## config.mk

```make
export PLATFORM = sky130hd
export DESIGN_NAME = sfr_predictor
export DESIGN_NICKNAME = d
export VERILOG_FILES = /design/src/rtl/core/sfr_pkg.sv /design/src/rtl/core/sfr_predictor.sv
export SDC_FILE = /design/constraint.sdc
export NUM_CORES = 1
export LEC_CHECK = 0
export ABC_CLOCK_PERIOD_IN_PS = 8000
export BUFFER_PORTS_ARGS = -buffer_cell sky130_fd_sc_hd__buf_2
export CORE_ASPECT_RATIO = 2
export CORE_MARGIN = 3
export CORE_UTILIZATION = 50
export DETAILED_ROUTE_END_ITERATION = 8
export PLACE_DENSITY = 0.73
export SYNTH_ARGS = -nofsm -noshare
export SYNTH_HDL_FRONTEND = slang
export SYNTH_SLANG_ARGS = --single-unit
```

## constraint.sdc

```tcl
create_clock -name vclk -period 8
set_input_delay 0.4 -clock vclk [all_inputs]
set_output_delay 0.4 -clock vclk [all_outputs]
set_load 0.01 [all_outputs]
```

## src/rtl/core/sfr_pkg.sv

```systemverilog
// ----------------------------------------------------------------------------
// sfr_pkg
// shared types and constants of the scanline filter reconstruction core
// ----------------------------------------------------------------------------
`default_nettype none

package sfr_pkg;

  // widths fixed by the beat and register formats
  localparam int unsigned BYTE_W     = 8;
  localparam int unsigned KIND_W     = 2;
  localparam int unsigned ROW_LEN_W  = 13;
  localparam int unsigned BPP_W      = 4;
  localparam int unsigned CFG_IDX_W  = 1;
  localparam int unsigned CFG_DATA_W = ROW_LEN_W;

  // register reset values
  localparam logic [ROW_LEN_W-1:0] ROW_LEN_RESET = 13'd4096;
  localparam logic [BPP_W-1:0]     BPP_RESET     = 4'd1;

  // register indexes
  localparam logic [CFG_IDX_W-1:0] CFG_ROW_LENGTH     = 1'd0;
  localparam logic [CFG_IDX_W-1:0] CFG_BYTES_PER_PIXEL = 1'd1;

  // filter kinds
  typedef enum logic [KIND_W-1:0] {
    KIND_NONE  = 2'd0,
    KIND_SUB   = 2'd1,
    KIND_UP    = 2'd2,
    KIND_PAETH = 2'd3
  } kind_e;

  typedef logic [BYTE_W-1:0] byte_t;

endpackage : sfr_pkg

`default_nettype wire

```

## src/rtl/core/sfr_predictor.sv

```systemverilog
// ----------------------------------------------------------------------------
// sfr_predictor
// filter prediction (none, sub, up, paeth) and modulo-256 add
// ----------------------------------------------------------------------------
`default_nettype none

module sfr_predictor (
  input  wire sfr_pkg::kind_e kind_i,
  input  wire sfr_pkg::byte_t data_i,
  input  wire sfr_pkg::byte_t a_i,
  input  wire sfr_pkg::byte_t b_i,
  input  wire sfr_pkg::byte_t c_i,
  output sfr_pkg::byte_t      recon_o
);
  import sfr_pkg::*;

  logic signed [10:0] a_s, b_s, c_s;
  logic signed [10:0] da, db, dc;
  logic        [10:0] pa, pb, pc;
  byte_t paeth;
  byte_t pred;

  always_comb begin
    a_s = $signed({3'b000, a_i});
    b_s = $signed({3'b000, b_i});
    c_s = $signed({3'b000, c_i});
    // p - a = b - c, p - b = a - c, p - c = a + b - 2c
    da = b_s - c_s;
    db = a_s - c_s;
    dc = a_s + b_s - (c_s <<< 1);
    pa = da[10] ? 11'(-da) : 11'(da);
    pb = db[10] ? 11'(-db) : 11'(db);
    pc = dc[10] ? 11'(-dc) : 11'(dc);
    if ((pa <= pb) && (pa <= pc)) begin
      paeth = a_i;
    end else if (pb <= pc) begin
      paeth = b_i;
    end else begin
      paeth = c_i;
    end
    case (kind_i)
      KIND_SUB:   pred = a_i;
      KIND_UP:    pred = b_i;
      KIND_PAETH: pred = paeth;
      default:    pred = '0;
    endcase
    recon_o = data_i + pred;
  end

endmodule : sfr_predictor

`default_nettype wire

```

**Yosys cells after proc, flatten, opt, wreduce, memory -nomap -nowiden**

Cells that the tools add are included.

- Bits in registers: 0
- Input port bits: 34
- Output and inout port bits: 8
- Logic and storage cells: 21

- $add $sub $neg: 8
- $lt $le $gt $ge: 3
- Equal/unequal tests: 3
- Muxes and demuxes: 6
- Reductions and logical operators: 1

Operators by type and width:

| operator | count |
|---|---|
| $le A11 B11 Y1 | 3 |
| $mux W11 | 3 |
| $pmux W8 S3 | 1 |
| $neg A9 Y11 | 2 |
| $sub A8 B8 Y9 | 2 |
| $mux W8 | 2 |
| $neg A10 Y11 | 1 |
| $sub A9 B9 Y10 | 1 |
| $add A8 B8 Y9 | 1 |
| $add A8 B8 Y8 | 1 |
| $eq A2 B2 Y1 const B | 2 |
| $eq A2 B1 Y1 const B | 1 |
| $logic_and A1 B1 Y1 | 1 |

**Depth between registers and ports, before layout**

Gate-level depths: netlist (run 1).

- Word-level depth: 9
- Depth in mapped cells: 31
- Mapped depth without buffers: 31

**Worst setup path after synthesis (run 1)**

OpenSTA, ideal clock, no wires.

- Path type: in2out
- Start point: input port a_i[6]
- End point: output port recon_o[7]
- Arrival: 6.071 ns
- Data required time: 7.600 ns
- Setup slack: 1.529 ns
- Stages: 29
- Buffers on the path: 0
- Path through: inv_1 fa_1 inv_1 ha_1 a2111oi_0 a211oi_1 a221o_2 o21ai_0 ha_1 nor2b_1 o21a_1 o21a_1 o21a_1 o21a_1 o21ai_0 a2111oi_4 o221ai_2 nand2_1 a21boi_1 o221ai_1 ha_1 a21o_1 a21oi_1 o21bai_1 a21oi_1 o21bai_1 a21oi_1 xnor2_1 xnor2_1

- Longest elaborated chain between the ends: 9
- Elaborated cells between the ends (all ways): 15
- Classes of those cells: 6 x add/sub; 3 x order compare; 5 x mux; 1 x reduce/logical

Ends and longest elaborated chain:

| element | RTL line | source |
|---|---|---|
| start: declaration | sfr_predictor.sv:10 | `input wire sfr_pkg::byte_t a_i,` |
| $add A8 B8 Y9 | sfr_predictor.sv:30 | `dc = a_s + b_s - (c_s <<< 1);` |
| $sub A9 B9 Y10 | sfr_predictor.sv:30 |  |
| $neg A10 Y11 | sfr_predictor.sv:33 | `pc = dc[10] ? 11'(-dc) : 11'(dc);` |
| $mux W11 | sfr_predictor.sv:33 |  |
| $le A11 B11 Y1, on equally long branches | sfr_predictor.sv:36, sfr_predictor.sv:34 |  |
| $mux W8 / $logic_and A1 B1 Y1 (equally long branches) | sfr_predictor.sv:36, sfr_predictor.sv:34 |  |
| $mux W8 | sfr_predictor.sv:34 | `if ((pa <= pb) && (pa <= pc)) begin` |
| $pmux W8 S3 * | sfr_predictor.sv:41 | `case (kind_i)` |
| $add A8 B8 Y8 * | sfr_predictor.sv:47 | `recon_o = data_i + pred;` |
| end: declaration | sfr_predictor.sv:13 | `output sfr_pkg::byte_t recon_o` |

Every way passes the cells marked *; elsewhere a longest branch is shown, timed or not.

**Final worst setup path (run 1)**

Ends and elaborated chain as after synthesis.

==> results of run 1 <==
[worst min-delay path, stage by stage]
cell and delay, ns:
buf_2 0.08, ha_1 0.12, buf_2 0.12
[cell usage in the layout, fill, tap and decap left out, types with 9 or more instances in the layout]
cell and instances:
buf_2 42, nand2_1 27, inv_1 61, ha_1 63
xnor2_1 26, fa_1 10, conb_1 10, a21oi_1 20
xor2_1 13, nand2b_1 10, o21ai_0 12, o21a_1 13
a211oi_1 9, nor2_1 33
[power breakdown]
part	switching (W)	leakage, nW	internal (W)
sequential	0	0	0
combinational	0.000418	1.77	0.000316
clock	0	0	0
[kinds of logic (layout without fill, tap and decap cells)]
group,count (synthesis),count (layout),synth area share (%)
compound gates,122,122,29.5
buf+inv,62,103,7.30
mux,1,1,0.351
other cells,2,10,0.234
fa+ha+maj,73,73,30.8
xor+xnor,44,44,14.0
simple gates,115,115,17.8
[cell type report]
cell class | instances | area, um^2
inverter | 61 | 229
fill | 615 | 2560
tap | 84 | 105
timing repair buffer | 42 | 210
multi-input combinational | 365 | 3000
[how the worst max path moves through the flow]
stage	from	endpoint
final	a_i[6]	recon_o[7]
after global routing	a_i[6]	recon_o[7]
after CTS	a_i[6]	recon_o[7]
after detailed placement	a_i[6]	recon_o[7]
after global placement	a_i[6]	recon_o[7]
after floorplan	a_i[6]	recon_o[7]
[layer usage]
metal	vias up	wire, um	track usage [%]
li1	1615	-	-
met1	1520	3200	24.3
met2	103	5360	52.1
met3	36	269	0.566
met4	0	771	17.0
met5	-	0	0
[per-stage QoR]
stage               area [um^2]  instances  worst slack [ns]  utilization [%]  hold WS [ns]
floorplan                  3230        427              1.53                -         0.951
global placement           3540        552             0.852             58.1          1.12
detailed placement         3540        552             0.646             58.1          1.13
CTS                        3540        552             0.642             58.1          1.13
global route               3540        552            0.0915             58.1          1.14
finish                     3540        552             0.618             58.1          1.13
==> results.tsv, run 1 <==
stage	metric	value	unit
job	drv_cap	0	
place	gp_congestion	0.995	
layout	area_growth	10.6	%
timing	final.setup.tns	0	ns
yosys	synth_most_common_cell	ha_1	
worst_setup_path	critPathMaxFanout	8	
clocking	cts_hold_buffers	0	
power	powerDensity	207	mW/mm^2
route	vias_per_cell	5.93	
status	status	complete, no violations	
route	wl_per_cell	17.4	um
global_route	grt_pass1_vias	3269	
worst_setup_path	cp.required	7.60	ns
timing	final_max_slew_viol_count	0	
route	drc_errors	0	
place	dpl.hpwl	8750	um
floorplan	die_h	119	um
yosys	yosys.area.top_type_share	24.6	%
yosys	post_synth_num_cell_types	64	
min_path	hold_start	data_i[0]	
timing	maxSlewHeadroom	58.3	%
global_route	antenna_found_initial	0	
yosys	yosysSeqAreaShare	0	%
worst_setup_path	critical_path_class	in -> out	
floorplan	core-area	0.00611	mm^2
global_route	grt_max_degree	13	
global_route	gr-usage-all-layers	25.8	%
yosys	synthTopCellsByArea	ha_1 (25%), inv_1 (7.1%), xnor2_1 (7.1%), fa_1 (6.2%), nor2_1 (3.9%)	
worst_setup_path	cp_num_buf_inv	4	
timing	finalCritPeriodShare	92.3	%
yosys	synthCells	419	
route	final_antenna_net_count	0	
worst_setup_path	path_depth	31	
floorplan	rows	40	
route	vias	3274	
timing	worstMarginPinSlew	0.621	ns
route	drtIter0Drc	115	
clocking	post-cts-setup-buffers	0	
power	irDropWorstVdd	0.107	mV
place	port_buffers	42	
worst_setup_path	slowest_delay	0.54	ns
timing	setup_viol	0	
min_path	whs_path_depth	3	
worst_setup_path	slowest_stage	fa_1	
worst_setup_path	worst_setup_path_end_kind	output port	
layout	drive_gt1_share	13.0	%
layout	flops_and_latches	0	
route	first_pass_iters	4	
min_path	hold_end	recon_o[0]	
floorplan	start_util	52.5	%
layout	finalNetCount	577	
worst_setup_path	start_kind	input port	
yosys	synthesis.area	0.00320	mm^2
timing	final_hold_viol_count	0	
floorplan	dieWidth	62.6	um
global_route	grt_pass1_wl	15300	um
clocking	cts_resized	0	
timing	rsz0062_at_grt	false	
layout	clkbuf_count	0	
yosys	syn_avg_cell_area	7.65	um^2
power	p_total	0.000734	W
worst_setup_path	critPathTopFamily	compound AO/OA/AOI/OAI gates	
floorplan	die-area	0.00746	mm^2
floorplan	ios	42	
timing	timing.fmax	135	MHz
yosys	yosys.area.top_type	ha_1	
route	drt_wl_total	9600	um
global_route	grt_overflow	0	
min_path	hold_class	in -> out	
worst_setup_path	path_common_cell	o21a_1	
layout	seq_area	0	um^2
yosys	yosysWarnings	0	
worst_setup_path	critPathArrivalTime	6.98	ns
yosys	synthTopCellsByCount	ha_1 (63), inv_1 (61), nor2_1 (33)	
power	power_leakage	1.77	nW
timing	finalCriticalPeriod	7.38	ns
layout	diodes	0	
Note: power is estimated with default switching activity, not from simulation.
==> inputs of run 2 (changes only) <==
--- a/config.mk
+++ b/config.mk
@@ -11,7 +11,8 @@
 export CORE_MARGIN = 3
 export CORE_UTILIZATION = 50
 export DETAILED_ROUTE_END_ITERATION = 8
-export PLACE_DENSITY = 0.73
+export PLACE_DENSITY = 0.71
+export SLEW_MARGIN = 15
 export SYNTH_ARGS = -nofsm -noshare
 export SYNTH_HDL_FRONTEND = slang
 export SYNTH_SLANG_ARGS = --single-unit
==> run 2 against run 1 <==
Effect of this change:
- first-iteration DRC count down 19%
- critical endpoint unchanged
- hold slack worse by 0.0093 ns
- worst setup slack better by 0.0017 ns
- highest routed layer unchanged
- via count decreased by 1.5%
- utilization is 0.062 points higher
- largest power group unchanged
- count of clock-buffer cells in the layout did not move
- design area increased by 0.11%
- die area stayed put
- power hardly changed
==> results.tsv, run 2 (same netlist as run 1, synthesis figures left out) <==
stage	metric	value	unit	change
global_route	grt_max_degree	13		unchanged
power	powerDensity	207	mW/mm^2	about the same
power	p_clk_share	0	%	unchanged
power	power_leakage	1.77	nW	about the same
route	final_antenna_net_count	0		unchanged
global_route	grt_pass1_wl	15500	um	+1.3%
worst_setup_path	worstSetupEndpoint	recon_o[7]		
global_route	grt_pass1_vias	3293		+0.73%
timing	timing.fmax	135	MHz	about the same
layout	multi_input_area	0.00300	mm^2	+0.12%
route	drt_wl_total	9660	um	+0.61%
layout	final_area	0.00355	mm^2	+0.11%
layout	flops_and_latches	0		unchanged
timing	setup_viol	0		unchanged
timing	finalCritPeriodShare	92.3	%	about the same
power	power.internal	0.000316	W	-0.13%
route	drc_errors	0		unchanged
clocking	post-cts-setup-buffers	0		unchanged
floorplan	core-area	0.00611	mm^2	unchanged
floorplan	dieWidth	62.6	um	unchanged
global_route	grt_overflow	0		unchanged
worst_setup_path	slowest_stage	fa_1		
floorplan	die_h	119	um	unchanged
clocking	cts_resized	0		unchanged
floorplan	start_util	52.5	%	unchanged
layout	final_common_cell	ha_1		
timing	maxSlewHeadroom	60.4	%	+2.1 points
layout	drive_gt1_share	13.2	%	+0.21 points
layout	finalNetCount	577		unchanged
power	switching_share	57.0	%	+0.095 points
place	dpl.hpwl	8770	um	+0.16%
floorplan	die-area	0.00746	mm^2	unchanged
worst_setup_path	worst_setup_path_end_kind	output port		
clocking	cts_hold_buffers	0		unchanged
job	drv_cap	0		unchanged
power	p_comb_share	100.0	%	about the same
route	vias	3226		-1.5%
power	pwr-share-seq	0	%	unchanged
layout	seq_area	0	um^2	unchanged
power	irDropWorstVdd	0.0824	mV	-23%
power	switchingPower	0.000419	W	+0.26%
place	port_buffers	42		unchanged
layout	finalNonFillerCells	552		unchanged
worst_setup_path	critPathArrivalTime	6.98	ns	about the same
layout	diodes	0		unchanged
worst_setup_path	slowest_delay	0.53	ns	about the same
layout	clkbuf_count	0		unchanged
floorplan	rows	40		unchanged
status	status	complete, no violations		
timing	finalCriticalPeriod	7.38	ns	-0.00173 ns
min_path	hold_class	in -> out		
worst_setup_path	critical_path_class	in -> out		
timing	final_hold_viol_count	0		unchanged
worst_setup_path	start_kind	input port		
worst_setup_path	critPathMaxFanout	8		unchanged
place	place_inst	552		unchanged
worst_setup_path	crit_start	a_i[6]		
layout	area_growth	10.7	%	
global_route	antenna_found_initial	0		unchanged
layout	final_cell_mix	ha_1 (63), inv_1 (61), buf_2 (42)		
timing	worstMarginPinSlew	0.589	ns	-0.0315 ns
route	first_pass_iters	4		unchanged
worst_setup_path	path_common_cell	o21a_1		
place	gp_congestion	0.977		-1.8%
timing	final.setup.tns	0	ns	unchanged
route	wl_per_cell	17.5	um	+0.61%
layout	num-fill-cells	614		-0.16%
timing	rsz0062_at_grt	false		
route	drtIter0Drc	93		-19%
floorplan	ios	42		unchanged
worst_setup_path	cp.required	7.60	ns	about the same
timing	final_max_slew_viol_count	0		unchanged
global_route	gr-usage-all-layers	25.9	%	+0.068 points
route	vias_per_cell	5.84		-1.5%
place	dpl_cell_area	0.00354	mm^2	unchanged
run 2: changes by cell type in the layout (fill, tap and decap cells not counted):
cell and change:
a21boi_2 +1, a21boi_1 -1
run 2: cell type report:
cell class         instances  share of cell area (%)
well taps                 84                    2.96
repair buffers            42                    5.92
inverters                 61                    6.45
multi-input cells        365                    84.7
run 2: worst max-delay path, delay by kind of cell:
| kind | cells | cell delay (ns) |
|---|---|---|
| XOR/XNOR | 2 | 0.30 |
| buffers and inverters | 4 | 0.40 |
| AND/OR/NAND/NOR | 2 | 0.27 |
| AO/OA/AOI/OAI | 19 | 4.21 |
| adder cells (fa/ha/maj) | 4 | 1.40 |
run 2: worst min-delay path by stage:
| stage | startpoint | to | slack, ns | cells after the start |
|---|---|---|---|---|
| after floorplan | data_i[0] | recon_o[0] | 0.95 | 1 |
| after global placement | data_i[0] | recon_o[0] | 1.12 | 3 |
| after detailed placement | data_i[0] | recon_o[0] | 1.12 | 3 |
| after CTS | data_i[0] | recon_o[0] | 1.12 | 3 |
| after global routing | data_i[0] | recon_o[0] | 1.13 | 3 |
| final | data_i[0] | recon_o[0] | 1.12 | 3 |
run 2: per-stage QoR:
stage | hold WS, ns | power (W) | utilization [%] | setup WS, ns
after global placement | 1.12 | 0.000710 | 58.1 | 0.827
after CTS | 1.12 | 0.000728 | 58.1 | 0.512
after detailed placement | 1.12 | 0.000724 | 58.1 | 0.528
final | 1.12 | 0.000735 | 58.1 | 0.619
after global routing | 1.13 | 0.000806 | 58.1 | 0.130
after floorplan | 0.951 | 0.000546 | - | 1.53
run 2: metal layers:
metal  up-vias  GRT usage, %  part of all wire (%)
met5         -             0                     0
met4         0          17.6                   8.3
met3        44          1.04                   2.4
met2        93          51.6                    55
met1      1476          24.3                    34
li1       1613             -                     -
run 2: power groups by stage:
stage	logic [W]	registers, W	clock network, W
2_1_floorplan	0.000546	0	0
3_3_place_gp	0.000710	0	0
3_5_place_dp	0.000724	0	0
4_1_cts	0.000728	0	0
5_1_grt	0.000806	0	0
6_report	0.000735	0	0
